### config.mk
export PLATFORM = sky130hd
export DESIGN_NAME = bce_ram
export DESIGN_NICKNAME = d
export VERILOG_FILES = /design/src/sv/bce_ram.sv
export SDC_FILE = /design/constraint.sdc
export NUM_CORES = 1
export LEC_CHECK = 0
export ABC_CLOCK_PERIOD_IN_PS = 2150
export BUFFER_PORTS_ARGS = -buffer_cell sky130_fd_sc_hd__buf_2
export CORE_ASPECT_RATIO = 1.75
export CORE_MARGIN = 3
export CORE_UTILIZATION = 45
export DETAILED_ROUTE_END_ITERATION = 16
export GPL_TIMING_DRIVEN = 0
export HOLD_SLACK_MARGIN = 0.05
export SYNTH_ARGS = -nofsm -noshare
export SYNTH_HDL_FRONTEND = slang
export SYNTH_SLANG_ARGS = --single-unit
### constraint.sdc
create_clock -name clk -period 2.15 [get_ports clk]
set_input_delay 0.43 -clock clk [delete_from_list [all_inputs] [get_ports clk]]
set_output_delay 0.43 -clock clk [all_outputs]
set_load 0.05 [all_outputs]
### src/sv/bce_ram.sv
// ============================================================================
// bce_ram: generic single-write, single-read memory
// One write port and one read port with registered read data.
// ============================================================================
module bce_ram #(
  parameter int WIDTH = 8,
  parameter int DEPTH = 64
) (
  input  logic                     clk,
  input  logic                     we,
  input  logic [$clog2(DEPTH)-1:0] waddr,
  input  logic [WIDTH-1:0]         wdata,
  input  logic [$clog2(DEPTH)-1:0] raddr,
  output logic [WIDTH-1:0]         rdata
);

  logic [WIDTH-1:0] mem [DEPTH];

  always_ff @(posedge clk) begin
    if (we) begin
      mem[waddr] <= wdata;
    end
    rdata <= mem[raddr];
  end

endmodule

### Word level (Yosys, flattened, before mapping)

Memory sizes are Yosys's and may differ from the RTL's. A register that Yosys moved wholly into a read port is not among the register bits.
Index checks and enable logic that the tools add are counted.

* memory bits (writable): 512
* memories kept: 1
* bits of input ports: 22
* output and inout bits: 8
* flip-flop bits (word level): 0
* logic and storage cells: 3

* multiplexer cells: 2

Memory list
* mem: depth 64, width 8, rd ports 1, clocked after Yosys merged registers in 1, write ports 1, RTL line 17 `logic [WIDTH-1:0] mem [DEPTH];`

Operators by type and width (count)
* 2-to-1 mux 1 bit: 2

### Depth between registers and ports, before layout

* depth after elaboration: 2
* depth in mapped cells: 9
* depth with buffers taken out: 5

### Worst setup path after synthesis

OpenSTA, ideal clock, no wires.

* kind: input -> register
* start: input raddr[1]
* end: register rdata[3], read port of mem
* data required time: 2.022 ns
* buffers on the path: 3
* cell stages on the path: 7
* slack: 0.052 ns
* arrival time: 1.970 ns
* setup time: 0.128 ns
* cells stage by stage: buf_4 -> buf_2 -> buf_2 -> mux4_2 -> mux4_2 -> o21ai_1 -> o41ai_1

RTL lines
* start: declaration: RTL line 13 `input logic [$clog2(DEPTH)-1:0] raddr,`
* end: declaration: RTL line 14 `output logic [WIDTH-1:0] rdata`

### Worst setup path in the final report

* start: input waddr[2]
* end: memory mem[5][7] (enable)

RTL lines
* start: declaration: RTL line 11 `input logic [$clog2(DEPTH)-1:0] waddr,`
* end: declaration: RTL line 17

No word-level cell before the write port.

==> results.md <==
* Outcome: complete, but fails checks
* Failing checks: negative setup slack
* Top achievable clock speed at 0.436 GHz
* Final nets at about 1,000
* Clk sinks at 520
* Wire length per cell at between 30 and 40 um
* Final hold slack at between 0.2 and 0.3 ns
* Sw Share at 0.214
* Slew margin rel. at 0.143
* Routed Antenna Nets at 0
* Setup TNS at -6.77 ns
* Worst Hold Class: in -> reg
* Final HPWL DP at ~33,000 um
* Unrepaired setup endpoints after global routing: yes
* Max IR drop VDD at just under 500 uV
* Async SR Flop Fraction at 0
* DRC errors left at 0
* Vias per cell at 5.96
* # diodes at 0
* Routed vias at 9,613
* Post-synthesis mux area share at 0.159
* Initial antenna violation count at 0
* Pint at approximately 16 mW
* Root Buffer: clkbuf_16
* Post-Synth Simple-Gate Area at 0.0339
* Max Cap Violations at 0
* EDFF count, synth at 512
* Combinational share of power at 0.061
* Net Sw Power at 4.30 mW
* Period utilization at 1.07
* Area delta synth->final at 11.7%
* Crit path max fanout at 10
* Number of buffers created by CTS at 44
* TritonCTS clock tree: yes
* Worst-skew pair later-pin latency at about 0.56 ns
* Chip height at 286 um
* Mapped Cells at 940
* Die area at approximately 47,000 um^2
* Critical path type: in -> reg
* Post-synthesis xor/xnor area fraction at 0
* Vias in the first global route at ~10,000
* Finished Layout Cells at between 1,500 and 2,000
* Power, Total at approximately 20 mW
* Setup violations, final at 83
* Number of port buffers at 21
* Power per Cell Area at just under 900 nW/um^2
* CP Launch Type: primary input
* Die extent in x at 166 um
* Grt total ovfl at 0
* Share of layout cells above drive strength 1 at 0.283
* Ports at 30
* R2R cell count at 5
* First-pass GRT wire length at just over 70,000 um
* Worst hold stages at 2
* Synthesized area per cell at between 20 and 25 um^2
* Clk_skew at about 0.017 ns
* Syn Nets at 962
* CP endpoint kind: flop
* Cell Rows at slightly above 100
* Core area at roughly 44,000 um^2
* Adder-Cell Fraction of Synth Area at 0
* Crit path required time at 2.32 ns
* GRT Resource Usage Total at 0.212
* Router iterations before antenna repair at 5
* Setup ws final at -0.146 ns
* Cell leakage power at around 6.9 nW
* CTS max path bufs at 3
* DR iter-0 viols at between 800 and 900
* Slew Viols, Final at 0
* Yosys warns at 0
* #FFs+latches synth at 520
* Synth Area in Compound Gates at 0.0207
* GPL Wtd Cong at 0.885
* Placed Cells at ~1,500
* Minimum clock period after layout at 2.30 ns
* Arrival time worst endpoint at 2.47 ns
* Largest net degree at the start of global routing at 65
* Netlist cell types at 40
* Sequential area share after synthesis at 0.770
* Largest family of logic cells by synthesized area: multiplexers
* H-tree depth at 2
* Hold-fix buffers, CTS at 0
* Clock-pin slew on the worst setup and hold paths at ~0.060 ns
* Mapped cell area at between 20,000 and 25,000 um^2
* Cells taking the most area after synthesis: edfxtp_1 (76%), mux4_2 (14%), nor2_1 (1.5%)
* Clock share of power at 0.381
* Sequential Power Share at 0.559
* Synth area leader: edfxtp_1
* Yosys top cell area share at 0.762
* Routed wire length at approximately 50,000 um
* Final Hold Vio Count at 0
* Worst-margin pin slew at approximately 1.3 ns
* Top FF cell, synth: edfxtp_1
* Initial Utilization at 0.455
final cells by class:
cell class	instances	area (um^2)
buffer	51	382
clock buffer	53	1160
clock inverter	24	185
fill	3451	21800
multi-input combinational	369	4430
sequential	520	15500
tap	572	716
timing repair buffer	24	128
cells in the mapped netlist, types with 2 or more instances:
library cell  count
buf_2            11
a2111oi_0         2
nor3_1            7
a21oi_1           3
o21ai_1           2
nand4_1           2
clkbuf_1         17
o41ai_1           2
o2111ai_1         3
nor2_1           83
buf_12            2
nand3b_1          3
buf_4            13
nand3_1          13
a221oi_1          6
buf_6             4
o221ai_1          8
nand2_1          19
o221a_2           2
o32ai_1           2
o22ai_1           8
a211oi_1          4
dfxtp_1           8
a22oi_1           3
nand2b_1          7
nor2b_1          14
mux4_2          126
nor4_1            2
edfxtp_1        512
o21ai_0           2
buf_1             4
o2bb2ai_1         3
mux2i_1          23
o21a_1            2
mux2_2           13
through the flow:
step	instance area, um^2	util	worst slack, ns
after floorplan	20200	-	0.0523
after global placement	21000	0.474	-1.10
after detailed placement	21000	0.474	-1.14
after CTS	22500	0.507	-0.0863
after global routing	22500	0.509	-0.189
final	22500	0.509	-0.146
worst paths after layout:
kind | slack (ns) | start | end
worst max register to register | 0.11 | mem[29][6] | rdata[6]
worst min-delay path | 0.27 | raddr[5] | rdata[3]
worst max-delay path | -0.15 | waddr[2] | mem[5][7]
worst min register to register | 0.90 | mem[7][7] | rdata[7]
cells in the final DEF, fill, tap and decap left out, types with 4 or more instances in the layout:
master     count
buf_4         14
dfxtp_1        8
a221oi_1       5
nor3_1         6
nand2b_1       7
nand2_1       19
a211oi_1       4
edfxtp_1     512
clkinv_2      10
clkbuf_1      18
buf_6         12
nor2b_1       14
mux2_2        13
nor2_1        60
nor2_2        23
o221ai_1       8
o22ai_1        6
mux4_2       126
clkbuf_16     45
buf_2         27
mux2i_1       20
clkbuf_2       7
clkinv_1      10
nand3_1       12
registers in the layout, summed over array words and instances (netlist names):
| signal | flops |
|---|---|
| rdata | 8 |
| mem | 512 |
routing by layer:
metal / GRT usage / vias to the layer above / wire, um
li1: - / 4070 / -
met1: 0.237 / 5119 / 17500
met2: 0.401 / 316 / 27700
met3: 0.0239 / 108 / 1920
met4: 0.103 / 0 / 2790
met5: 0 / - / 0
repair_timing:
item / CTS / global route
gates cloned: 0 / 0
setup endpoints to repair: 120 / 202
gates resized for setup: 37 / 29
setup buffers: 2 / 0
worst max-delay path, stage by stage:
cell and delay [ns]:
clkbuf_1 0.38, nor2b_1 0.24, nand3_1 0.51, nor2_1 0.90
logic make-up (layout without fill, tap and decap cells):
kind of cell / Yosys count / after routing
flops: 520 / 520
mux: 162 / 162
simple gates: 153 / 153
compound gates: 54 / 54
buf+inv: 51 / 152
power groups by stage:
stage | clock network [mW] | logic [mW] | registers (mW)
floorplan | 0 | 0.598 | 11.5
global placement | 0 | 1.19 | 11.5
detailed placement | 0 | 1.20 | 11.5
CTS | 7.79 | 1.23 | 11.2
global route | 8.15 | 1.28 | 11.2
finish | 7.66 | 1.22 | 11.2
Power figures use the tool's default switching activity.
