$ cat config.mk
export PLATFORM = sky130hd
export DESIGN_NAME = bce_muldiv
export DESIGN_NICKNAME = d
export VERILOG_FILES = /design/src/sv/bce_pkg.sv /design/src/sv/bce_muldiv.sv
export SDC_FILE = /design/constraint.sdc
export NUM_CORES = 1
export LEC_CHECK = 0
export ABC_AREA = 1
export BUFFER_PORTS_ARGS = -buffer_cell sky130_fd_sc_hd__buf_2
export CAP_MARGIN = 15
export CORE_MARGIN = 2
export CORE_UTILIZATION = 39
export DETAILED_ROUTE_END_ITERATION = 10
export PLACE_DENSITY_LB_ADDON = 0.2
export RECOVER_POWER = 25
export SLEW_MARGIN = 20
export SYNTH_ARGS = -nofsm -noshare
export SYNTH_HDL_FRONTEND = slang
export SYNTH_SLANG_ARGS = --single-unit
$ cat constraint.sdc
create_clock -name clk -period 7.7 [get_ports clk]
set_input_delay 1.54 -clock clk [delete_from_list [all_inputs] [get_ports clk]]
set_output_delay 1.54 -clock clk [all_outputs]
set_load 0.01 [all_outputs]
$ cat src/sv/bce_pkg.sv
// ============================================================================
// bce_pkg: shared types and constants of the betweenness centrality engine
// Widths, item and register codes, sequencer states and the interface
// structures of the shared multiply-divide unit.
// ============================================================================
package bce_pkg;

  localparam int MAX_NODES = 64;
  localparam int NODE_W    = $clog2(MAX_NODES);
  localparam int COUNT_W   = NODE_W + 1;
  localparam int FRAC_BITS = 16;
  localparam int SIGMA_W   = 32;
  localparam int SCORE_W   = 48;
  localparam int DIST_W    = COUNT_W;
  localparam int DB_W      = SCORE_W + 1;
  localparam int CFG_W     = COUNT_W;

  localparam logic [SIGMA_W-1:0] SIGMA_MAX = {SIGMA_W{1'b1}};
  localparam logic [SCORE_W-1:0] SCORE_MAX = {SCORE_W{1'b1}};

  typedef enum logic [1:0] {
    MODE_CLEAR = 2'd0,
    MODE_ADD   = 2'd1,
    MODE_RUN   = 2'd2,
    MODE_READ  = 2'd3
  } mode_t;

  typedef enum logic [1:0] {
    CFG_NODE_COUNT   = 2'd0,
    CFG_SOURCE_FIRST = 2'd1,
    CFG_SOURCE_STOP  = 2'd2,
    CFG_UNUSED       = 2'd3
  } cfg_idx_t;

  typedef enum logic [4:0] {
    ST_IDLE,
    ST_ADD_WR,
    ST_RD_OUT,
    ST_DONE,
    ST_SRC_CHK,
    ST_SRC_INIT,
    ST_BFS_POP,
    ST_BFS_V,
    ST_BFS_VDAT,
    ST_BFS_SCAN,
    ST_BFS_UPD,
    ST_BWD_POP,
    ST_BWD_W,
    ST_BWD_WDAT,
    ST_BWD_SCAN,
    ST_BWD_CHK,
    ST_BWD_DIV,
    ST_BWD_CENT,
    ST_BWD_CWR
  } state_t;

  typedef enum logic [1:0] {
    MD_IDLE,
    MD_MUL,
    MD_DIV,
    MD_DONE
  } md_state_t;

  typedef struct packed {
    logic               start;
    logic [SIGMA_W-1:0] a;
    logic [DB_W-1:0]    b;
    logic [SIGMA_W-1:0] c;
  } md_req_t;

  typedef struct packed {
    logic               done;
    logic [SCORE_W-1:0] q;
  } md_rsp_t;

endpackage

$ cat src/sv/bce_muldiv.sv
// ============================================================================
// bce_muldiv: iterative multiply-divide unit
// Computes floor(a*b/c) clamped to the score width, with one shift-add step
// per cycle for the product and one restoring division step per cycle.
// ============================================================================
module bce_muldiv import bce_pkg::*; (
  input  logic    clk,
  input  logic    rst_n,
  input  md_req_t req,
  output md_rsp_t rsp
);

  localparam int PROD_W = SIGMA_W + DB_W;
  localparam int STEP_W = $clog2(PROD_W);

  md_state_t          state_r, state_nxt;
  logic [STEP_W-1:0]  cnt_r, cnt_nxt;
  logic [SIGMA_W-1:0] a_r, a_nxt;
  logic [DB_W-1:0]    b_r, b_nxt;
  logic [SIGMA_W-1:0] c_r, c_nxt;
  logic [PROD_W-1:0]  p_r, p_nxt;
  logic [PROD_W-1:0]  q_r, q_nxt;
  logic [SIGMA_W-1:0] rem_r, rem_nxt;
  logic [SIGMA_W:0]   rem_sh;
  logic               q_bit;

  assign rem_sh = {rem_r, p_r[PROD_W-1]};
  assign q_bit  = (rem_sh >= {1'b0, c_r});

  always_comb begin
    state_nxt = state_r;
    unique case (state_r)
      MD_IDLE: if (req.start) state_nxt = MD_MUL;
      MD_MUL:  if (cnt_r == STEP_W'(SIGMA_W - 1)) state_nxt = MD_DIV;
      MD_DIV:  if (cnt_r == STEP_W'(PROD_W - 1)) state_nxt = MD_DONE;
      MD_DONE: state_nxt = MD_IDLE;
      default: state_nxt = MD_IDLE;
    endcase
  end

  always_comb begin
    cnt_nxt = cnt_r;
    a_nxt   = a_r;
    b_nxt   = b_r;
    c_nxt   = c_r;
    p_nxt   = p_r;
    q_nxt   = q_r;
    rem_nxt = rem_r;
    unique case (state_r)
      MD_IDLE: begin
        a_nxt   = req.a;
        b_nxt   = req.b;
        c_nxt   = req.c;
        p_nxt   = '0;
        q_nxt   = '0;
        rem_nxt = '0;
        cnt_nxt = '0;
      end
      MD_MUL: begin
        p_nxt   = {p_r[PROD_W-2:0], 1'b0}
                  + (a_r[SIGMA_W-1] ? PROD_W'(b_r) : '0);
        a_nxt   = {a_r[SIGMA_W-2:0], 1'b0};
        cnt_nxt = (cnt_r == STEP_W'(SIGMA_W - 1)) ? '0 : cnt_r + 1'b1;
      end
      MD_DIV: begin
        rem_nxt = q_bit ? SIGMA_W'(rem_sh - {1'b0, c_r}) : SIGMA_W'(rem_sh);
        q_nxt   = {q_r[PROD_W-2:0], q_bit};
        p_nxt   = {p_r[PROD_W-2:0], 1'b0};
        cnt_nxt = cnt_r + 1'b1;
      end
      MD_DONE: begin
        cnt_nxt = '0;
      end
      default: begin
        cnt_nxt = '0;
      end
    endcase
  end

  assign rsp.done = (state_r == MD_DONE);
  assign rsp.q    = (|q_r[PROD_W-1:SCORE_W]) ? SCORE_MAX : q_r[SCORE_W-1:0];

  always_ff @(posedge clk) begin
    if (!rst_n) begin
      state_r <= MD_IDLE;
      cnt_r   <= '0;
    end else begin
      state_r <= state_nxt;
      cnt_r   <= cnt_nxt;
    end
    a_r   <= a_nxt;
    b_r   <= b_nxt;
    c_r   <= c_nxt;
    p_r   <= p_nxt;
    q_r   <= q_nxt;
    rem_r <= rem_nxt;
  end

endmodule

After elaboration in Yosys (flattened, before gate mapping)

Index checks and enable logic that the tools add are counted.

Register bits: 316
Output and inout port bits: 49
Logic and storage cells: 40
Input bits: 116

Reduce and logical (&&, ||, !) cells: 7
Equality and inequality tests: 8
$lt $le $gt $ge: 1
Multiplexer cells: 13
Add/subtract/negate cells: 3

Operator list:

| operator              | count |
|---|---|
| $pmux W81 S3          | 1 |
| $pmux W81 S2          | 1 |
| $pmux W32 S2          | 2 |
| $add A81 B49 Y81      | 1 |
| $mux W49              | 1 |
| $mux W48              | 1 |
| $ge A33 B32 Y1        | 1 |
| $reduce_or A33 Y1     | 1 |
| $mux W32              | 1 |
| $sub A32 B32 Y32      | 1 |
| $pmux W7 S3           | 1 |
| $pmux W2 S4           | 1 |
| $add A7 B1 Y7 const B | 1 |
| $eq A7 B5 Y1 const B  | 1 |
| $eq A7 B7 Y1 const B  | 1 |
| $mux W7               | 1 |
| $mux W2               | 3 |
| $ne A2 B2 Y1 const B  | 3 |
| $eq A2 B2 Y1 const B  | 2 |
| $reduce_bool A2 Y1    | 2 |
| $reduce_and A3 Y1     | 1 |
| $reduce_bool A3 Y1    | 1 |
| $eq A2 B1 Y1 const B  | 1 |
| $logic_not A2 Y1      | 1 |
| $reduce_or A2 Y1      | 1 |

Logic depth before layout (Yosys ltp)

Gate-level depths: netlist (run 1).

Depth in word-level cells: 3
Mapped depth: 20
Mapped depth without buffers: 19

Least setup slack after synthesis (run 1)

No wires, ideal clock.

Path kind: register to register
Start point: register state_r[0]
End point: register state_r[0]
Clock period less this slack: 5.751 ns
Setup time: 0.080 ns
Arrival: 5.672 ns
Buffers on the path: 0
Data required time: 7.620 ns
Cell stages (with the launch flop): 7
Slack: 1.949 ns
Cells stage by stage: dfxtp_1 -> inv_1 -> ha_1 -> inv_1 -> nand2_1 -> o21ai_0 -> a21oi_1

Elaborated cells on any way between the ends: 9
Classes of those cells: eq/ne (6); mux (1); reduce/logical (2)

RTL lines:

| item                                       | RTL line         | RTL |
|---|---|---|
| from (decl)                                | bce_muldiv.sv:16 | `md_state_t state_r, state_nxt;` |
| from (signal assigned)                     | bce_muldiv.sv:88 | `state_r <= state_nxt;` |
| $eq A2 B2 Y1, or another cell as far along | bce_muldiv.sv:32 | `unique case (state_r)` |
| $pmux W2 S4 *                              | bce_muldiv.sv:32 |  |
| via state_nxt[0]                           | bce_muldiv.sv:16 |  |

The timed path passes the listed nets; every way through them passes the cells marked *.
A chain may end at the register's enable or synchronous reset.

Final worst setup path (run 1)

Start point: register state_r[0]
End point: register q_r[40], enable pin

Cells in the longest elaborated chain, start to end: 2
Elaborated cells on any way between the ends: 3
Classes of those cells: eq/ne (1); reduce/logical (2)

RTL lines:

| item                                                    | RTL line         | RTL |
|---|---|---|
| $eq A2 B2 Y1 / $logic_not A2 Y1 (equally long branches) | bce_muldiv.sv:49 | `unique case (state_r)` |
| $reduce_bool A2 Y1 (no line) *                          | n/a              |  |
| to (signal assigned)                                    | bce_muldiv.sv:95 | `q_r <= q_nxt;` |
| to (decl)                                               | bce_muldiv.sv:22 | `logic [PROD_W-1:0] q_r, q_nxt;` |

Every way passes the cells marked *; elsewhere a longest branch is shown, timed or not.

==> key figures, run 1 <==
Status
  – Outcome: finished, violations left
  – Failing checks: capacitance limit, slew limit

Timing
  – Number of setup violations in the final report: 0
  – Worst clock skew: 0.0183 ns
  – Final setup margin: about 3.4 ns
  – Fmax: around 230 MHz
  – Fin. Hold Viols: 0
  – Final period utilization: a little under three fifths
  – Crit path time final: ~4.3 ns
  – RSZ-0062 raised after global routing: false
  – Fin. max-slew vios: 93
  – Setup TNS: 0 ns
  – Actual slew at the worst max-slew pin: around 2 ns
  – Slew headroom: -32.9%

Pwr
  – Cell Pwr Density: approximately 370 mW/mm2
  – Total power: 8810 uW
  – Worst VDD drop: 0.228 mV
  – LEAKAGE: ~0.012 uW

Layout
  – Final nets: around 3200
  – Share of cells above drive strength 1: under 10%
  – Fillers: approximately 5500
  – Syn-to-layout area delta: 13.0%
  – Final instance area: about 0.024 mm2

Critical path
  – WP data arrival: around 4.5 ns
  – FF-to-FF End: q_r[40]
  – Worst Setup End Kind: flop
  – Cells on worst reg2reg path: 5
  – Startpoint types: flop
  – Critical path type: flop to flop
  – Worst-path fanout max: 81
  – Worst setup path end: q_r[40]
  – Critical Path RT: approximately 7.9 ns
  – Worst reg-to-reg setup slack: about 3.4 ns
  – Reg2Reg Launch Point: state_r[0]
  – Worst setup path startpoint: state_r[0]

Worst hold path
  – Class of the worst hold path: flop to flop
  – Hold depth: 1

Synthesis
  – Yosys top cell area share: between 40% and 50%
  – Main synth FF type: edfxtp_1
  – Post-synth EDFFs: roughly 310
  – Compound-Gate Fraction of Synth Area: under 10%
  – Synth cell types: between 40 and 50
  – Asr flop ratio synth: 0%
  – Seq/Total Area, Yosys: 44.8%
  – Syn nets: 3086
  – Mux contribution to synthesized area: 0%
  – Top cells by count, synth: nand2_1 (1071), inv_1 (526), edfxtp_1 (307)
  – Synthesized flop and latch total: roughly 320
  – Largest family of logic cells by synthesized area: simple AND/OR/NAND/NOR gates
  – Top-count cell post-synth: nand2_1
  – Area contributors post-synth: edfxtp_1 (44%), nand2_1 (19%), inv_1 (9.4%)
  – Adder-cell share of the synthesized area: 5.38%
  – Fraction of the mapped netlist area in simple logic gates: between 30% and 40%
  – Post-synthesis xor/xnor area fraction: less than 1%
  – Syn avg cell area: between 7 and 8 um2
  – Cells after Synth: between 2000 and 3000
  – Post-synth top area cell: edfxtp_1
  – Ys Warns: 0
  – Syn Std Cell Area: between 0.02 and 0.025 mm2

Routing
  – DR vias: around 18000
  – Number of DRC markers in iteration 0: 1341
  – Final WL: approximately 58000 um
  – WL per Instance: 15.6 um
  – First-pass DRT Iterations: 5
  – Via-to-Cell Ratio: 4.88
  – Final ANT Viol Nets: 0
  – Remaining DRCs: 0

CTS
  – Worst-path clk slew: about 0.06 ns
  – Setup bufs post-CTS: 0
  – Worst skew pair latency: around 0.57 ns
  – CTS HTree Levels: 2
  – TritonCTS clock tree: built
  – Num CTS Buffers: 39
  – Clock Sinks: 316
  – Hold Buf Count CTS: 0
  – Bufs on Longest Clock Path: 3
  – Root Driver: clkbuf_16
  – Post-CTS sizing: 0

Die
  – Core ar.: between 0.05 and 0.06 mm2
  – I/O pin count: between 150 and 200
  – Total die area: 0.0557 mm2
  – Die W: roughly 240 um
  – Initial core utilization: 39.7%
  – Std-Cell Rows: 84
  – Die Ht: ~240 um

Placed design
  – Place WS: approximately 4.4 ns
  – Final HPWL from detailed placement: approximately 44000 um
  – # port buffers: between 150 and 200
  – DP Area: approximately 0.023 mm2
  – Gpl congestion: a little under 1

Global route
  – Global-route wire length before repair: around 94000 um
  – GRT Total Usage: about a fifth
  – Vias in the first global route: roughly 18000
  – Initial antenna violation count: 1
  – Largest net degree at the start of global routing: just over 80
  – Grt ovf: 0

Run
  – Max Cap Violations: 2
state kept, by name, indices dropped and copies added (netlist names):
name     cells
b_r         49
rem_r       32
a_r         32
p_r         81
state_r      2
c_r         32
cnt_r        7
q_r         81
logic make-up after synthesis:
| kind of cell | count (synthesis) |
|---|---|
| xor+xnor | 22 |
| flops | 316 |
| buf+inv | 592 |
| fa+ha+maj | 89 |
| compound gates | 304 |
| simple gates | 1558 |
how the worst min path moves through the flow:
stage | start | endpoint | slack (ns)
global route | cnt_r[0] | cnt_r[0] | 0.51
CTS | cnt_r[0] | cnt_r[0] | 0.48
detailed placement | cnt_r[0] | cnt_r[0] | 0.46
floorplan | cnt_r[0] | cnt_r[0] | 0.43
finish | cnt_r[0] | cnt_r[0] | 0.46
global placement | cnt_r[0] | cnt_r[0] | 0.44
layout make-up:
| cell class | instances | area (um2) | share of cell area (%) |
|---|---|---|---|
| sequential | 316 | 9400 | 39.7 |
| multi-input combinational | 1973 | 9330 | 39.4 |
| inverter | 528 | 1990 | 8.38 |
| clock buffer | 53 | 1040 | 4.38 |
| timing repair buffer | 175 | 905 | 3.82 |
| tap | 688 | 861 | 3.63 |
| clock inverter | 16 | 170 | 0.718 |
| antenna | 2 | 5.00 | 0.0211 |
where the power goes:
part | switching, uW | internal, uW
combinational | 2710 | 1150
clock | 745 | 1020
sequential | 350 | 2840
cells in the final DEF, fill, tap and decap left out, types with 2 or more instances in the layout:
| cell | count |
|---|---|
| nand2_1 | 1070 |
| inv_1 | 525 |
| edfxtp_1 | 307 |
| nor2_1 | 234 |
| a21oi_1 | 189 |
| buf_2 | 162 |
| nand3_1 | 109 |
| ha_1 | 86 |
| o21ai_0 | 76 |
| clkbuf_16 | 39 |
| nand3b_1 | 32 |
| nor3_1 | 31 |
| nand4_1 | 24 |
| nor4_1 | 15 |
| clkbuf_1 | 15 |
| or2_2 | 14 |
| xor2_1 | 14 |
| o21bai_1 | 13 |
| nor2_2 | 10 |
| buf_4 | 10 |
| dfxtp_1 | 9 |
| xnor2_1 | 8 |
| a21o_1 | 7 |
| nand2_2 | 6 |
| o21a_1 | 5 |
| clkinv_2 | 5 |
| clkinv_1 | 5 |
| a21boi_0 | 4 |
| nand3_2 | 3 |
| o211ai_1 | 3 |
| diode_2 | 2 |
| nand2_4 | 2 |
| nor3_2 | 2 |
| and2_1 | 2 |
| o21ai_1 | 2 |
| fa_1 | 2 |
| bufinv_16 | 2 |
stage by stage:
stage               cells  hold WS (ns)  utilization, %
floorplan            2881         0.430               -
global placement     3680         0.444            42.6
detailed placement   3680         0.462            42.6
CTS                  3749         0.475            44.9
global route         3750         0.507            44.8
finish               3751         0.465            44.8
worst max-delay path, cell delays in order (launching register included):
cell     delay, ns
dfxtp_1       0.36
inv_1         0.12
ha_1          1.51
inv_1         0.44
nand2_4       0.54
buf_4         0.89
layer usage:
metal / part of all wire [%] / up-vias / GRT usage, %
li1: - / 9393 / -
met1: 44 / 8423 / 26.8
met2: 48 / 388 / 36.6
met3: 4.7 / 91 / 2.48
met4: 3.0 / 0 / 6.70
met5: 0 / - / 0
Power figures use the tool's default switching activity.
==> inputs of run 2 (changes only) <==
==> constraint.sdc (replaced) <==
create_clock -name clk -period 3.5 [get_ports clk]
set_input_delay 0.7 -clock clk [delete_from_list [all_inputs] [get_ports clk]]
set_output_delay 0.7 -clock clk [all_outputs]
set_load 0.01 [all_outputs]
==> key figures, run 2 (synthesis gave the netlist of run 1 again) <==
Die
  – Std-Cell Rows: 84
  – Total die area: ~0.056 mm2
  – Core ar.: ~0.053 mm2
  – Die W: ~240 um
  – Initial core utilization: 39.7%
  – Die Ht: around 240 um
  – I/O pin count: approximately 170

Layout
  – Syn-to-layout area delta: 13.6%
  – Most frequent cells in the layout: nand2_1 (1070), inv_1 (526), edfxtp_1 (307)
  – Antenna cells: 0
  – Most common cell after layout, fill and taps aside: nand2_1
  – Fin util: 45.1%
  – Final nets: 3250
  – Regs by FF count: p_r (81), q_r (81), b_r (49)
  – Share of cells above drive strength 1: 9.24%

Timing
  – Slew headroom: -27.3%
  – Worst clock skew: between 0.02 and 0.025 ns
  – Number of setup violations in the final report: 0
  – Crit path time final: about 3.2 ns
  – Fin. max-slew vios: 38
  – Fmax: 314 MHz
  – Final period utilization: 91.0%
  – Setup TNS: 0 ns
  – RSZ-0062 raised after global routing: false
  – Fin. Hold Viols: 0
  – Actual slew at the worst max-slew pin: 1.90 ns
  – Final setup margin: ~0.31 ns

Worst hold path
  – Hold depth: 1
  – Class of the worst hold path: input pin to flop

Routing
  – Wl on met1: 27200 um
  – WL per Instance: around 16 um
  – First-pass DRT Iterations: 5
  – Via-to-Cell Ratio: 4.92
  – Final ANT Viol Nets: 0
  – Final WL: a little over 60000 um
  – Routed met2 length: roughly 28000 um
  – Uppermost routed layer: met5
  – DR vias: 18500
  – Remaining DRCs: 0
  – Number of DRC markers in iteration 0: approximately 1200
  – Metal3 WL: between 3000 and 4000 um

Pwr
  – LEAKAGE: 0.0118 uW
  – Gate power share: between 40% and 50%
  – Cell Pwr Density: 822 mW/mm2
  – Part of the power in registers: between 30% and 40%
  – Power Internal: between 10000 and 15000 uW
  – Clock Power Share: 19.7%
  – Switching fraction of total power: around 43%
  – Worst VDD drop: around 0.5 mV
  – Psw: approximately 8500 uW

Critical path
  – Cells on worst reg2reg path: 17
  – Worst-path fanout max: 49
  – CP max stage cell: edfxtp_1
  – Cell family with most CP delay: simple AND/OR/NAND/NOR gates
  – Critical-path cell list: buf_12 -> nand2_1 -> inv_1 -> ha_1 -> nand2_1 -> nor2_1 -> nand2_1 -> inv_1 -> nand2_1 -> nor2_1 -> nand2_1 -> nand3_1 -> nand2_1 -> nand2_1 -> nand2_1 -> nand2_1 -> a21oi_1
  – CP Depth: 17
  – Worst Setup End Kind: flop
  – Crit-path most repeated cell: nand2_1
  – Critical Path RT: about 3.8 ns
  – Largest stage delay on the critical path: around 0.41 ns
  – CP bufs+invs: 3
  – WP data arrival: 3.49 ns
  – Critical path type: flop to flop
  – Startpoint types: flop

Placed design
  – Place WS: roughly 0.25 ns
  – Final HPWL from detailed placement: 45900 um
  – Gpl congestion: between 0.9 and 1
  – # port buffers: around 160

Global route
  – Global-route wire length before repair: a little under 100000 um
  – Largest net degree at the start of global routing: approximately 190
  – GRT Total Usage: ~22%
  – Grt ovf: 0
  – Initial antenna violation count: 1
  – Vias in the first global route: approximately 18000

CTS
  – Hold Buf Count CTS: 0
  – Worst skew pair latency: 0.56 ns
  – Num CTS Buffers: 38
  – Bufs on Longest Clock Path: 3
  – CTS HTree Levels: 2
  – Clock Sinks: approximately 320
  – TritonCTS clock tree: built
  – Root Driver: clkbuf_16
  – Worst-path clk slew: approximately 0.070 ns

Run
  – Max Cap Violations: 1

Status
  – Failing checks: capacitance limit, slew limit
  – Outcome: finished, violations left
==> run 2: repair_timing <==
action / CTS / global route
resized for setup: 0 / 2
buffers inserted: 0 / 0
setup endpoints to repair: 0 / 2
==> run 2: final cells by class <==
type | count | area [um2]
Tap cell | 688 | 861
Sequential cell | 316 | 9400
Clock inverter | 19 | 166
Timing Repair Buffer | 188 | 1060
Clock buffer | 49 | 1020
Fill cell | 5440 | 29000
Inverter | 528 | 1990
Multi-Input combinational cell | 1973 | 9330
==> run 2: power by group through the flow <==
| stage | registers, uW | logic [uW] | clock network, uW |
|---|---|---|---|
| detailed placement | 7060 | 8750 | 0 |
| global placement | 7040 | 8680 | 0 |
| finish | 7010 | 8700 | 3860 |
| CTS | 7020 | 8790 | 4000 |
| floorplan | 6820 | 6330 | 0 |
| global route | 7210 | 9910 | 4130 |
==> run 2: path summary, 6_finish.rpt <==
kind | from | to | slack, ns
max | a_r[31] | p_r[64] | 0.31
max reg2reg | a_r[31] | p_r[64] | 0.31
min | req[22] | c_r[22] | 0.31
min reg2reg | cnt_r[0] | cnt_r[0] | 0.47
==> run 2: metrics by stage <==
step	std cells	cell area, um2	hold WS, ns	power, uW
global route	3761	23800	0.290	21300
global placement	3693	22700	0.444	15700
floorplan	2881	21000	0.430	13100
CTS	3761	23900	0.273	19800
finish	3761	23800	0.309	19600
detailed placement	3693	22700	0.449	15800
==> run 2: metal layers <==
layer | global-route usage (%) | up-vias
li1 | - | 9425
met3 | 3.32 | 111
met2 | 36.9 | 470
met5 | 0 | -
met4 | 8.18 | 2
met1 | 28.6 | 8505
